**config.mk**
```make
export PLATFORM = sky130hd
export DESIGN_NAME = hbfa_ctrl
export DESIGN_NICKNAME = d
export VERILOG_FILES = /design/src/sv/hbfa_pkg.sv /design/src/sv/hbfa_ctrl.sv
export SDC_FILE = /design/constraint.sdc
export NUM_CORES = 1
export LEC_CHECK = 0
export ABC_AREA = 1
export BUFFER_PORTS_ARGS = -buffer_cell sky130_fd_sc_hd__buf_2
export CAP_MARGIN = 20
export CORE_ASPECT_RATIO = 1.5
export CORE_MARGIN = 2
export CORE_UTILIZATION = 52
export CTS_BUF_LIST = sky130_fd_sc_hd__clkbuf_4
export DETAILED_ROUTE_END_ITERATION = 10
export GPL_ROUTABILITY_DRIVEN = 1
export GPL_TIMING_DRIVEN = 0
export PLACE_DENSITY = 0.82
export SYNTH_ARGS = -nofsm -noshare
export SYNTH_HDL_FRONTEND = slang
export SYNTH_SLANG_ARGS = --single-unit
```
**constraint.sdc**
```tcl
create_clock -name clk_i -period 1.76 [get_ports clk_i]
set_input_delay 0.088 -clock clk_i [delete_from_list [all_inputs] [get_ports clk_i]]
set_output_delay 0.088 -clock clk_i [all_outputs]
set_load 0.05 [all_outputs]
```
**src/sv/hbfa_pkg.sv**
```systemverilog
// hbfa_pkg: types, constants and command/status structs of the harmonic bond
// force accumulator; no dependencies
`timescale 1ns / 1ps
`default_nettype none
package hbfa_pkg;

  localparam int IdxW   = 10;
  localparam int PosW   = 32;
  localparam int AccW   = 48;
  localparam int CfgW   = 32;
  localparam int EntryW = 3 * AccW + 1;

  localparam logic [AccW-1:0] ACC_MAX = 48'h7FFF_FFFF_FFFF;
  localparam logic [AccW-1:0] ACC_MIN = 48'h8000_0000_0000;

  localparam logic OP_ACCUMULATE = 1'b0;
  localparam logic OP_READ       = 1'b1;

  localparam logic REG_SPRING = 1'b0;
  localparam logic REG_REST   = 1'b1;

  typedef struct packed {
    logic                   opcode;
    logic [IdxW-1:0]        first_index;
    logic [IdxW-1:0]        second_index;
    logic signed [PosW-1:0] first_pos_x;
    logic signed [PosW-1:0] first_pos_y;
    logic signed [PosW-1:0] first_pos_z;
    logic signed [PosW-1:0] second_pos_x;
    logic signed [PosW-1:0] second_pos_y;
    logic signed [PosW-1:0] second_pos_z;
  } in_word_t;

  typedef struct packed {
    logic [IdxW-1:0]        read_index;
    logic signed [AccW-1:0] force_x;
    logic signed [AccW-1:0] force_y;
    logic signed [AccW-1:0] force_z;
    logic                   saturated;
  } result_t;

  typedef enum logic [3:0] {
    ST_CLEAR, ST_IDLE, ST_SQ, ST_SQRT, ST_DISP, ST_MULA, ST_CAPA, ST_NUM,
    ST_DIVI, ST_DIV, ST_FORCE, ST_RD1, ST_WR1, ST_RD2, ST_WR2, ST_RDR
  } state_e;

  typedef struct packed {
    logic       load;
    logic       sq_mul;
    logic       sq_acc;
    logic       sqrt_step;
    logic       disp_en;
    logic       mula;
    logic       capa;
    logic       num_mul;
    logic       num_acc;
    logic       div_init;
    logic       div_step;
    logic       force_en;
    logic       rd1;
    logic       wr1;
    logic       rd2;
    logic       wr2;
    logic       rdr;
    logic       outr;
    logic       clr_step;
    logic [1:0] mul_lane;
    logic       mul_hi;
    logic [1:0] acc_lane;
    logic       acc_hi;
  } cmd_t;

  typedef struct packed {
    logic in_read;
    logic in_ok1;
    logic in_ok2;
    logic root_zero;
    logic clr_last;
  } status_t;

endpackage
`default_nettype wire

```
**src/sv/hbfa_ctrl.sv**
```systemverilog
// hbfa_ctrl: sequencer of the bond force accumulator
// depends on hbfa_pkg
`timescale 1ns / 1ps
`default_nettype none
module hbfa_ctrl (
  input  wire logic              clk_i,
  input  wire logic              rst_ni,
  input  wire logic              start_i,
  output logic                   busy_o,
  input  wire hbfa_pkg::status_t status_i,
  output hbfa_pkg::cmd_t         cmd_o
);
  import hbfa_pkg::*;

  localparam logic [5:0] SqLast   = 6'd3;
  localparam logic [5:0] SqrtLast = 6'd33;
  localparam logic [5:0] NumMuls  = 6'd6;
  localparam logic [5:0] DivLast  = 6'd47;

  state_e     state_q, state_d;
  logic [5:0] cnt_q, cnt_d;
  logic [5:0] prev_cnt;

  always_ff @(posedge clk_i or negedge rst_ni) begin
    if (!rst_ni) begin
      state_q <= ST_CLEAR;
      cnt_q   <= '0;
    end else begin
      state_q <= state_d;
      cnt_q   <= cnt_d;
    end
  end

  always_comb begin
    state_d  = state_q;
    cnt_d    = cnt_q;
    cmd_o    = '0;
    busy_o   = (state_q != ST_IDLE);
    prev_cnt = cnt_q - 6'd1;
    case (state_q)
      ST_CLEAR: begin
        cmd_o.clr_step = 1'b1;
        if (status_i.clr_last) begin
          state_d = ST_IDLE;
        end
      end
      ST_IDLE: begin
        if (start_i) begin
          cmd_o.load = 1'b1;
          cnt_d      = '0;
          if (status_i.in_read) begin
            state_d = ST_RDR;
          end else if (status_i.in_ok1 && status_i.in_ok2) begin
            state_d = ST_SQ;
          end
        end
      end
      ST_SQ: begin
        if (cnt_q < SqLast) begin
          cmd_o.sq_mul   = 1'b1;
          cmd_o.mul_lane = cnt_q[1:0];
        end
        if (cnt_q != '0) begin
          cmd_o.sq_acc = 1'b1;
        end
        if (cnt_q == SqLast) begin
          cnt_d   = '0;
          state_d = ST_SQRT;
        end else begin
          cnt_d = cnt_q + 6'd1;
        end
      end
      ST_SQRT: begin
        cmd_o.sqrt_step = 1'b1;
        if (cnt_q == SqrtLast) begin
          cnt_d   = '0;
          state_d = ST_DISP;
        end else begin
          cnt_d = cnt_q + 6'd1;
        end
      end
      ST_DISP: begin
        cmd_o.disp_en = 1'b1;
        state_d = status_i.root_zero ? ST_IDLE : ST_MULA;
      end
      ST_MULA: begin
        cmd_o.mula = 1'b1;
        state_d = ST_CAPA;
      end
      ST_CAPA: begin
        cmd_o.capa = 1'b1;
        cnt_d   = '0;
        state_d = ST_NUM;
      end
      ST_NUM: begin
        if (cnt_q < NumMuls) begin
          cmd_o.num_mul  = 1'b1;
          cmd_o.mul_lane = cnt_q[2:1];
          cmd_o.mul_hi   = cnt_q[0];
        end
        if (cnt_q != '0) begin
          cmd_o.num_acc  = 1'b1;
          cmd_o.acc_lane = prev_cnt[2:1];
          cmd_o.acc_hi   = prev_cnt[0];
        end
        if (cnt_q == NumMuls) begin
          cnt_d   = '0;
          state_d = ST_DIVI;
        end else begin
          cnt_d = cnt_q + 6'd1;
        end
      end
      ST_DIVI: begin
        cmd_o.div_init = 1'b1;
        cnt_d   = '0;
        state_d = ST_DIV;
      end
      ST_DIV: begin
        cmd_o.div_step = 1'b1;
        if (cnt_q == DivLast) begin
          cnt_d   = '0;
          state_d = ST_FORCE;
        end else begin
          cnt_d = cnt_q + 6'd1;
        end
      end
      ST_FORCE: begin
        cmd_o.force_en = 1'b1;
        state_d = ST_RD1;
      end
      ST_RD1: begin
        cmd_o.rd1 = 1'b1;
        state_d = ST_WR1;
      end
      ST_WR1: begin
        cmd_o.wr1 = 1'b1;
        state_d = ST_RD2;
      end
      ST_RD2: begin
        cmd_o.rd2 = 1'b1;
        state_d = ST_WR2;
      end
      ST_WR2: begin
        cmd_o.wr2 = 1'b1;
        state_d = ST_IDLE;
      end
      ST_RDR: begin
        cmd_o.rdr = 1'b1;
        cnt_d   = '1;
        state_d = ST_RDR;
        if (cnt_q == '1) begin
          cmd_o.rdr  = 1'b0;
          cmd_o.outr = 1'b1;
          cnt_d      = '0;
          state_d    = ST_IDLE;
        end
      end
      default: begin
        state_d = ST_IDLE;
      end
    endcase
  end

`ifndef SYNTHESIS
  a_clear_blocks_load: assert property (@(posedge clk_i) disable iff (!rst_ni)
    cmd_o.clr_step |-> !cmd_o.load)
    else $error("item accepted during clearing pass");
  a_force_after_div: assert property (@(posedge clk_i) disable iff (!rst_ni)
    cmd_o.force_en |-> $past(cmd_o.div_step))
    else $error("force formed before division finished");
  a_wr2_after_rd2: assert property (@(posedge clk_i) disable iff (!rst_ni)
    cmd_o.wr2 |-> $past(cmd_o.rd2))
    else $error("second write without read");
`endif

endmodule
`default_nettype wire

```
==> summary.json, run 1 <==
{
  "number_of_enable_flip_flop_cells_after_synthesis": 0,
  "cp_data_required_time_ps": 1670,
  "initial_antenna_violation_count": 0,
  "worstPathMaxFanout": 8,
  "worst_skew_pair.late_latency_ps": 260,
  "hold_path_class": "in -> async",
  "critical-path-max-stage-delay_ps": 360,
  "maxClockFrequency_mhz": 601,
  "worst_path_max_delay_cell": "dfrtp_1",
  "timing.final.crit_period_ps": 1660,
  "syn_nets": 201,
  "final_net_count": 240,
  "postCtsSetupBuffers": 0,
  "vdd_ir_drop_max_v": 0.00101,
  "timing.reg2reg.worst_path_depth": 6,
  "synth_seq_cells": 10,
  "gr-total-overflow": 0,
  "cts-root-buf": "clkbuf_4",
  "routed_wirelength_mm": 2.85,
  "dieArea_um2": 2450,
  "remaining_drcs": 0,
  "ant_nets": 0,
  "start_util_pct": 53.6,
  "placedCellCount": 243,
  "final-instance-count-excl-fill": 247,
  "die_height_um": 59.6,
  "final_cell_mix": "nand2_1, buf_2, inv_1",
  "worst-slew-pin-transition_ps": 375,
  "floorplan.rows": 20,
  "placeable_core_region_um2": 2000,
  "relSlewSlack_pct": 74.9,
  "vias": 1302,
  "ys.flop_type": "dfrtp_1",
  "layout.cells.most_common": "nand2_1",
  "cellPowerDensity_nw_per_um2": 1880,
  "dp_hpwl_mm": 2.33,
  "synth_largest_type_area_fraction_pct": 23.3,
  "yosys_warnings": 0,
  "first_global_vias": 1098,
  "die_width_um": 41.1,
  "cts_num_sinks": 10,
  "cp_cell_sequence": "buf_2 > nand2_1 > inv_1 > nor2_1 > nand2_1 > o22ai_1 > buf_4",
  "ys_async_sr_fraction_pct": 100,
  "clk_pin_slew_ps": 60,
  "status": "complete, no violations",
  "register_to_register_path_setup_slack_ps": 160,
  "final_layout_size_suffix_gt1_share_pct": 30.2,
  "max_cap_violations": 0,
  "wire_length_of_the_first_global_routing_pass_mm": 4.33,
  "pin_count": 34,
  "cts_inserted_buffers": 3,
  "setup_viol": 0,
  "place.gp.congestion": 0.856,
  "portBuffers": 33,
  "library_cells_used_by_synthesis": 22,
  "synth.area.top_cells": "dfrtp_1, nand2_1, nand3_1, nor2_1, inv_1",
  "post_drt_via_cell_ratio": 5.27,
  "timing.final.crit_share_pct": 94.5,
  "grt_max_degree": 11,
  "setup.worst_path.class": "reg -> out",
  "layout-area-overhead-vs-synth_pct": 26.7,
  "cp_common_cell": "nand2_1",
  "tritoncts_clock_tree": "done",
  "hold_viol": 0,
  "yosysSeqAreaShare_pct": 23.3,
  "slew_viol_final": 0,
  "cp.arrival_ps": 1570,
  "rsz_0062_raised_after_global_routing": "true",
  "1st_iter_drt_viols": 37,
  "yosys.area.top_type": "dfrtp_1",
  "track_usage_pct": 25.6,
  "route.detailed.wl_per_inst_um": 11.6,
  "diodes": 0,
  "power.total_mw": 2.55,
  "finalClockSkew_ps": 6.90,
  "clock_tree.buffer_depth": 2,
  "synth_area_per_cell_um2": 5.71,
  "timing.critical_path.to_type": "primary output",
  "drt_pass1_iterations": 4,
  "postSynthCellCount": 188,
  "cts_htree_levels": 1,
  "worstSetupStartpointType": "register",
  "leakage_nw": 0.899,
  "netlist_area_um2": 1070
}
## cell usage after synthesis, types with 2 or more instances
| cell type | instances |
|---|---|
| nand2_2 | 4 |
| xor2_1 | 4 |
| nor2_1 | 29 |
| inv_1 | 27 |
| nand3_1 | 22 |
| nand2_1 | 62 |
| inv_2 | 6 |
| dfrtp_1 | 10 |
| o21ai_0 | 3 |
| ha_1 | 5 |
| nor2_2 | 3 |
| o21ai_2 | 2 |
| o22ai_1 | 2 |
## logic make-up (layout without fill, tap and decap cells)
logic type                 Yosys count  count (layout)  share of synthesized area [%]
and+or+nand+nor                    124             124                           49.0
buffers and inverters               34              71                           12.0
AOI/OAI and AO/OA                   10              10                           5.83
DFF                                 10              10                           23.3
adders and majority gates            5               5                           5.83
xor gates and xnor gates             5               5                           4.08
## power breakdown
part / leakage, nW / internal [mW] / total (mW) / switching, mW
logic: 0.758 / 0.542 / 1.90 / 1.36
registers: 0.128 / 0.342 / 0.500 / 0.158
clock network: 0.0138 / 0.0787 / 0.151 / 0.0723
## path summary, 6_finish.rpt
kind                             start          to
setup / recovery              cnt_q[2]    cmd_o[5]
hold / removal                  rst_ni    cnt_q[0]
setup reg to reg              cnt_q[0]  state_q[1]
hold reg to reg             state_q[1]  state_q[1]
max in group asynchronous       rst_ni  state_q[1]
min in group clk_i         status_i[1]  state_q[2]
## worst max-delay path: cells and delay by family (launching register included)
| family | cells | cell delay [ps] |
|---|---|---|
| buffers and inverters | 3 | 450 |
| AND/OR/NAND/NOR | 3 | 360 |
| AO/OA/AOI/OAI | 1 | 160 |
| flip-flops | 1 | 360 |
## stage by stage
stage	hold WS [ps]	setup TNS [ps]	area [um^2]	utilization, %	setup slack (ps)
after global placement	-43.4	0	1280	63.9	106
after floorplan	-208	0	1090	-	17.2
after CTS	205	0	1320	65.9	12.2
after global routing	236	-3.82	1360	67.9	-3.82
after detailed placement	-41.7	0	1280	63.9	79.8
final	201	0	1360	67.9	97.0
## what timing repair did
item,CTS,global route
hold buffers,1,0
pin swaps,0,1
resized for setup,3,17
hold endpoints to repair,10,0
endpoints found under the setup margin,3,15
cloned,0,0
## metal layers
layer / vias to the layer above / share of wire [%] / GRT usage, %
met4: 0 / 1.7 / 10.1
met5: - / 0 / 0
met3: 8 / 4.5 / 2.26
met1: 593 / 38 / 25.1
li1: 653 / - / -
met2: 48 / 56 / 49.6
## state kept, by name (all words and copies together), names as in the netlist
| register | count |
|---|---|
| state_q | 4 |
| cnt_q | 6 |
## layout make-up
class / count / area, um^2
plain buffers: 1 / 5.00
clock buffers: 3 / 22.5
fillers: 196 / 642
inverters: 33 / 124
multi-input cells: 144 / 734
flip-flops and latches: 10 / 254
well taps: 22 / 27.5
repair buffers: 34 / 193
(Power assumes the default switching activity.)
==> run 2, diff against run 1 <==
Settings changed: MAX_ROUTING_LAYER set to met4, SKIP_LAST_GASP set to 1.
==> summary.json, run 2 (synthesis gave the netlist of run 1 again) <==
{
  "route.detailed.wl_per_inst": {"value": 11.5, "unit": "um", "change": "was 11.6 um"},
  "final_cell_mix": {"value": "nand2_1, buf_2, inv_1", "change": "unchanged"},
  "1st_iter_drt_viols": {"value": 33, "change": "was 37"},
  "worst_hold_slack": {"value": 200, "unit": "ps", "change": "was 201 ps"},
  "cp_common_cell": {"value": "nand2_1", "change": "unchanged"},
  "cp_data_required_time": {"value": 1670, "unit": "ps", "change": "about the same"},
  "leakage": {"value": 0.897, "unit": "nW", "change": "was 0.899 nW"},
  "drt_pass1_iterations": {"value": 4, "change": "unchanged"},
  "hold_viol": {"value": 0, "change": "unchanged"},
  "route.layer.met1.wl": {"value": 1.11, "unit": "mm", "change": "was 1.09 mm"},
  "status": {"value": "complete, no violations", "change": "unchanged"},
  "die_width": {"value": 41.1, "unit": "um", "change": "unchanged"},
  "routed_wirelength": {"value": 2.85, "unit": "mm", "change": "about the same"},
  "wire_length_of_the_first_global_routing_pass": {"value": 4.31, "unit": "mm", "change": "was 4.33 mm"},
  "cp.arrival": {"value": 1580, "unit": "ps", "change": "was 1570 ps"},
  "first_global_vias": {"value": 1096, "change": "was 1098"},
  "cts_inserted_buffers": {"value": 3, "change": "unchanged"},
  "layout-area-overhead-vs-synth": {"value": 25.8, "unit": "%", "change": "was 26.7%"},
  "setup.worst_path.class": {"value": "reg -> out", "change": "unchanged"},
  "postCtsSetupBuffers": {"value": 0, "change": "unchanged"},
  "place.gp.congestion": {"value": 0.870, "change": "was 0.856"},
  "cts_htree_levels": {"value": 1, "change": "unchanged"},
  "gr-total-overflow": {"value": 0, "change": "unchanged"},
  "dp_hpwl": {"value": 2.33, "unit": "mm", "change": "unchanged"},
  "start_util": {"value": 53.6, "unit": "%", "change": "unchanged"},
  "max_cap_violations": {"value": 0, "change": "unchanged"},
  "layout.cells.most_common": {"value": "nand2_1", "change": "unchanged"},
  "ant_nets": {"value": 0, "change": "unchanged"},
  "dpl_worst_slack": {"value": 79.8, "unit": "ps", "change": "unchanged"},
  "die_height": {"value": 59.6, "unit": "um", "change": "unchanged"},
  "worstPathMaxFanout": {"value": 7, "change": "was 8"},
  "cts_num_sinks": {"value": 10, "change": "unchanged"},
  "relSlewSlack": {"value": 74.9, "unit": "%", "change": "about the same"},
  "worstSetupStartpointType": {"value": "register", "change": "unchanged"},
  "dr_wl_met2": {"value": 1.59, "unit": "mm", "change": "about the same"},
  "slew_viol_final": {"value": 0, "change": "unchanged"},
  "wl_met3": {"value": 129, "unit": "um", "change": "was 128 um"},
  "cp_cell_sequence": {"value": "inv_1 > ha_1 > nand2_1 > nand2_1 > nor2_1 > clkbuf_4", "change": "was buf_2 > nand2_1 > inv_1 > nor2_1 > nand2_1 > o22ai_1 > buf_4"},
  "grt_max_degree": {"value": 11, "change": "unchanged"},
  "setup_viol": {"value": 0, "change": "unchanged"},
  "portBuffers": {"value": 33, "change": "unchanged"},
  "track_usage": {"value": 26.2, "unit": "%", "change": "was 25.6%"},
  "finalClockSkew": {"value": 7.43, "unit": "ps", "change": "was 6.90 ps"},
  "cellPowerDensity": {"value": 1870, "unit": "nW/um^2", "change": "was 1880 nW/um^2"},
  "initial_antenna_violation_count": {"value": 0, "change": "unchanged"},
  "tritoncts_clock_tree": {"value": "done", "change": "unchanged"},
  "final_net_count": {"value": 240, "change": "unchanged"},
  "register_to_register_path_setup_slack": {"value": 170, "unit": "ps", "change": "was 160 ps"},
  "remaining_drcs": {"value": 0, "change": "unchanged"},
  "final.setup.worst_slack": {"value": 87.1, "unit": "ps", "change": "was 97.0 ps"},
  "maxClockFrequency": {"value": 598, "unit": "MHz", "change": "was 601 MHz"},
  "vdd_ir_drop_max": {"value": 0.000989, "unit": "V", "change": "was 0.00101 V"},
  "crit_family": {"value": "flip-flops", "change": "was buffers and inverters"},
  "critPathBufInv": {"value": 2, "change": "was 3"},
  "post_drt_via_cell_ratio": {"value": 5.14, "change": "was 5.27"},
  "max_reg_flops": {"value": 6, "change": "unchanged"},
  "vias": {"value": 1269, "change": "was 1302"},
  "setup_total_negative_slack": {"value": 0, "unit": "ps", "change": "unchanged"},
  "clk_pin_slew": {"value": 60, "unit": "ps", "change": "about the same"},
  "top_layer_used": {"value": "met4", "change": "unchanged"},
  "pin_count": {"value": 34, "change": "unchanged"},
  "worst_skew_pair.late_latency": {"value": 260, "unit": "ps", "change": "about the same"},
  "clock_tree.buffer_depth": {"value": 2, "change": "unchanged"},
  "registers.top_by_ff_count": {"value": "cnt_q", "change": "unchanged"},
  "worst-slew-pin-transition": {"value": 375, "unit": "ps", "change": "about the same"},
  "timing.final.crit_share": {"value": 95.0, "unit": "%", "change": "was 94.5%"},
  "diodes": {"value": 0, "change": "unchanged"},
  "worst_path_max_delay_cell": {"value": "dfrtp_1", "change": "unchanged"},
  "floorplan.rows": {"value": 20, "change": "unchanged"},
  "cts-root-buf": {"value": "clkbuf_4", "change": "unchanged"},
  "final_layout_size_suffix_gt1_share": {"value": 28.9, "unit": "%", "change": "was 30.2%"},
  "rsz_0062_raised_after_global_routing": {"value": "true", "change": "unchanged"},
  "placeable_core_region": {"value": 2000, "unit": "um^2", "change": "unchanged"},
  "timing.critical_path.to_type": {"value": "primary output", "change": "unchanged"},
  "dieArea": {"value": 2450, "unit": "um^2", "change": "unchanged"},
  "timing.final.crit_period": {"value": 1670, "unit": "ps", "change": "was 1660 ps"},
  "largestRegisters": {"value": "cnt_q x6, state_q x4", "change": "unchanged"},
  "hold_path_class": {"value": "in -> async", "change": "unchanged"},
  "critical-path-max-stage-delay": {"value": 420, "unit": "ps", "change": "was 360 ps"}
}
## run 2: cell types whose count changed in the layout (fill, tap and decap cells not counted)
cell | previous run | this run
nor2_1 | 22 | 24
nor2_2 | 8 | 7
inv_2 | 8 | 7
nor2_4 | 3 | 2
inv_1 | 25 | 26
## run 2: layout make-up
type | instances | area (um^2)
repair buffers | 34 | 193
fillers | 197 | 652
plain buffers | 1 | 5.00
multi-input cells | 144 | 724
clock buffers | 3 | 22.5
well taps | 22 | 27.5
inverters | 33 | 124
flip-flops and latches | 10 | 254
## run 2: worst paths after layout
path	cells past startpoint	end	start
setup / recovery	6	cmd_o[2]	cnt_q[0]
hold / removal	2	cnt_q[0]	rst_ni
setup reg to reg	6	state_q[1]	cnt_q[0]
hold reg to reg	2	state_q[1]	state_q[1]
max in group asynchronous	2	state_q[1]	rst_ni
min in group clk_i	7	state_q[2]	status_i[1]
## run 2: repair_timing
action | CTS | global route
gates resized for setup | 3 | 13
hold buffers | 1 | 0
setup endpoints to repair | 3 | 15
endpoints found under the hold margin | 10 | 0
## run 2: per-stage QoR
step	power (mW)	utilization, %	std cells	instance area (um^2)
2_1_floorplan	1.90	-	188	1090
3_3_place_gp	2.25	63.9	243	1280
3_5_place_dp	2.31	63.9	243	1280
4_1_cts	2.47	65.9	247	1320
5_1_grt	2.75	67.4	247	1350
6_report	2.52	67.4	247	1350
## run 2: layer usage
layer	vias to the layer above	GRT usage, %
met5	-	-
met3	4	2.26
met2	46	49.6
met1	567	24.9
met4	0	10.1
li1	652	-
## run 2: where the power goes
part,leakage [nW],total (mW),switching [mW],internal [mW]
sequential,0.128,0.490,0.149,0.342
combinational,0.755,1.88,1.35,0.530
clock,0.0138,0.151,0.0719,0.0787
==> run 3, diff against run 2 <==
--- a/config.mk
+++ b/config.mk
@@ -12,4 +12,3 @@
 export CORE_MARGIN = 2
-export CORE_UTILIZATION = 52
-export CTS_BUF_LIST = sky130_fd_sc_hd__clkbuf_4
+export CORE_UTILIZATION = 50
 export DETAILED_ROUTE_END_ITERATION = 10
@@ -18,3 +17,3 @@
 export MAX_ROUTING_LAYER = met4
-export PLACE_DENSITY = 0.82
+export PLACE_DENSITY = 0.8
 export SKIP_LAST_GASP = 1
==> constraint.sdc (replaced) <==
create_clock -name clk_i -period 1.76 [get_ports clk_i]
set_input_delay 0.264 -clock clk_i [delete_from_list [all_inputs] [get_ports clk_i]]
set_output_delay 0.264 -clock clk_i [all_outputs]
set_load 0.05 [all_outputs]
==> summary.json, run 3 (synthesis gave the netlist of run 1 again) <==
{
  "status": {"value": "finished, violations left", "change": "was complete, no violations"},
  "violated_checks": "setup timing",
  "final_core_util": {"value": 84.7, "unit": "%", "change": "was 67.4%"},
  "layout.cells.most_common": {"value": "nand2_1", "change": "unchanged"},
  "slew_viol_final": {"value": 0, "change": "unchanged"},
  "pin_count": {"value": 34, "change": "unchanged"},
  "final-instance-count-excl-fill": {"value": 265, "change": "was 247"},
  "worst_path_max_delay_cell": {"value": "dfrtp_2", "change": "was dfrtp_1"},
  "final.setup.worst_slack": {"value": -68.7, "unit": "ps", "change": "was 87.1 ps"},
  "dp_hpwl": {"value": 2.37, "unit": "mm", "change": "was 2.33 mm"},
  "final_net_count": {"value": 257, "change": "was 240"},
  "cts_htree_levels": {"value": 1, "change": "unchanged"},
  "ant_nets": {"value": 0, "change": "unchanged"},
  "remaining_drcs": {"value": 0, "change": "unchanged"},
  "maxClockFrequency": {"value": 547, "unit": "MHz", "change": "was 598 MHz"},
  "placeable_core_region": {"value": 2030, "unit": "um^2", "change": "was 2000 um^2"},
  "initial_antenna_violation_count": {"value": 0, "change": "unchanged"},
  "layout-area-overhead-vs-synth": {"value": 59.9, "unit": "%", "change": "was 25.8%"},
  "max_reg_flops": {"value": 6, "change": "unchanged"},
  "cts_num_sinks": {"value": 10, "change": "unchanged"},
  "leakage": {"value": 1.05, "unit": "nW", "change": "was 0.897 nW"},
  "vdd_ir_drop_max": {"value": 0.00131, "unit": "V", "change": "was 0.000989 V"},
  "nFillCells": {"value": 124, "change": "was 197"},
  "timing.final.crit_share": {"value": 104, "unit": "%", "change": "was 95.0%"},
  "register_to_register_path_setup_slack": {"value": 40, "unit": "ps", "change": "was 170 ps"},
  "floorplan.rows": {"value": 20, "change": "unchanged"},
  "critPathBufInv": {"value": 2, "change": "unchanged"},
  "start_util": {"value": 53.0, "unit": "%", "change": "was 53.6%"},
  "1st_iter_drt_viols": {"value": 56, "change": "was 33"},
  "cp_data_required_time": {"value": 1500, "unit": "ps", "change": "was 1670 ps"},
  "crit_family": {"value": "flip-flops", "change": "unchanged"},
  "setup_viol": {"value": 5, "change": "was 0"},
  "placedCellCount": {"value": 243, "change": "unchanged"},
  "place.gp.congestion": {"value": 0.954, "change": "was 0.870"},
  "r2r_start": {"value": "cnt_q[2]", "change": "was cnt_q[0]"},
  "diodes": {"value": 0, "change": "unchanged"},
  "worstPathMaxFanout": {"value": 5, "change": "was 7"},
  "cellPowerDensity": {"value": 1980, "unit": "nW/um^2", "change": "was 1870 nW/um^2"},
  "track_usage": {"value": 31.6, "unit": "%", "change": "was 26.2%"},
  "setup_total_negative_slack": {"value": -170, "unit": "ps", "change": "was 0 ps"},
  "setup.worst_path.class": {"value": "reg -> out", "change": "unchanged"},
  "largestRegisters": {"value": "cnt_q x6, state_q x4", "change": "unchanged"},
  "finalClockSkew": {"value": 2.75, "unit": "ps", "change": "was 7.43 ps"},
  "gr-total-overflow": {"value": 0, "change": "unchanged"},
  "critical-path-max-stage-delay": {"value": 460, "unit": "ps", "change": "was 420 ps"},
  "timing.reg2reg.worst_path_depth": {"value": 9, "change": "was 6"},
  "clk_pin_slew": {"value": 70, "unit": "ps", "change": "was 60 ps"},
  "wire_length_of_the_first_global_routing_pass": {"value": 5.87, "unit": "mm", "change": "was 4.31 mm"},
  "worst-slew-pin-transition": {"value": 357, "unit": "ps", "change": "was 375 ps"},
  "vias": {"value": 1470, "change": "was 1269"},
  "routed_wirelength": {"value": 3.97, "unit": "mm", "change": "was 2.85 mm"},
  "final_layout_size_suffix_gt1_share": {"value": 48.1, "unit": "%", "change": "was 28.9%"},
  "die_height": {"value": 60.8, "unit": "um", "change": "was 59.6 um"},
  "max_cap_violations": {"value": 0, "change": "unchanged"},
  "power.total": {"value": 3.40, "unit": "mW", "change": "was 2.52 mW"},
  "first_global_vias": {"value": 1383, "change": "was 1096"},
  "drt_pass1_iterations": {"value": 5, "change": "was 4"},
  "final_cell_mix": {"value": "nand2_1, buf_4, inv_1", "change": "was nand2_1, buf_2, inv_1"},
  "hold_viol": {"value": 0, "change": "unchanged"},
  "post_drt_via_cell_ratio": {"value": 5.55, "change": "was 5.14"},
  "route.detailed.wl_per_inst": {"value": 15.0, "unit": "um", "change": "was 11.5 um"},
  "worst_hold_slack": {"value": 372, "unit": "ps", "change": "was 200 ps"},
  "worstSetupStartpointType": {"value": "register", "change": "unchanged"},
  "registers.top_by_ff_count": {"value": "cnt_q", "change": "unchanged"},
  "cp.arrival": {"value": 1560, "unit": "ps", "change": "was 1580 ps"},
  "cts_inserted_buffers": {"value": 3, "change": "unchanged"},
  "cp_cell_sequence": {"value": "inv_2 > nand2_2 > nor2_4 > nand3_2 > o22ai_2 > buf_6", "change": "was inv_1 > ha_1 > nand2_1 > nand2_1 > nor2_1 > clkbuf_4"},
  "clock_tree.buffer_depth": {"value": 2, "change": "unchanged"},
  "dieArea": {"value": 2540, "unit": "um^2", "change": "was 2450 um^2"},
  "hold_path_class": {"value": "in -> async", "change": "unchanged"},
  "worst_skew_pair.late_latency": {"value": 280, "unit": "ps", "change": "was 260 ps"},
  "portBuffers": {"value": 33, "change": "unchanged"},
  "timing.final.crit_period": {"value": 1830, "unit": "ps", "change": "was 1670 ps"},
  "timing.critical_path.to_type": {"value": "primary output", "change": "unchanged"},
  "crit-reg2reg-capture": {"value": "cnt_q[4]", "change": "was state_q[1]"},
  "rsz_0062_raised_after_global_routing": {"value": "true", "change": "unchanged"},
  "grt_max_degree": {"value": 11, "change": "unchanged"},
  "die_width": {"value": 41.8, "unit": "um", "change": "was 41.1 um"},
  "tritoncts_clock_tree": {"value": "done", "change": "unchanged"},
  "relSlewSlack": {"value": 76.1, "unit": "%", "change": "was 74.9%"},
  "cts-root-buf": {"value": "clkbuf_4", "change": "unchanged"}
}
## run 3: cell types whose count changed in the layout (fill, tap and decap cells not counted), sizes merged
cell	delta
clkbuf	+1
buf	+17
## run 3: per-layer routing
| layer | vias up | wire, um | track usage [%] |
|---|---|---|---|
| met3 | 31 | 196 | 2.08 |
| met4 | 0 | 263 | 21.7 |
| met2 | 77 | 2190 | 62.1 |
| met5 | - | 0 | - |
| li1 | 690 | - | - |
| met1 | 672 | 1320 | 28.8 |
## run 3: cell type report
class | instances | area, um^2 | area share, %
inverter | 33 | 134 | 7.80
clock buffer | 4 | 36.3 | 2.11
timing repair buffer | 52 | 385 | 22.4
multi-input combinational | 144 | 873 | 50.9
tap | 22 | 27.5 | 1.60
sequential | 10 | 260 | 15.2
## run 3: power breakdown
group,switching [mW],internal (mW)
Sequential,0.194,0.352
Clock,0.0941,0.126
Combinational,1.72,0.916
## run 3: worst max path at each step
| stage | slack, ps | startpoint | end | cells after the start |
|---|---|---|---|---|
| CTS | -50 | state_q[0] | cmd_o[4] | 6 |
| floorplan | -160 | state_q[0] | cmd_o[4] | 5 |
| finish | -70 | state_q[0] | cmd_o[4] | 6 |
| global route | -110 | state_q[0] | cmd_o[4] | 6 |
| detailed placement | 50 | cnt_q[0] | state_q[1] | 6 |
| global placement | 80 | cnt_q[4] | cmd_o[5] | 6 |
## run 3: worst reg2reg max path, delay by kind of cell (launching register included)
kind | cells | cell delay (ps)
AND/OR/NAND/NOR | 6 | 820
buffers and inverters | 3 | 350
flip-flops | 1 | 440
## run 3: repair_timing
item / 4_1_cts / 5_1_grt
resized for setup: 42 / 43
hold buffers: 1 / 0
gates cloned: 0 / 0
setup endpoints to repair: 16 / 23
endpoints found under the hold margin: 10 / 0
buffers inserted: 13 / 5
pin swaps: 4 / 12
## run 3: per-stage QoR
stage	area (um^2)	setup WS, ps
CTS	1560	-49.8
floorplan	1100	-159
finish	1720	-68.7
detailed placement	1290	48.9
global route	1720	-110
global placement	1290	77.1
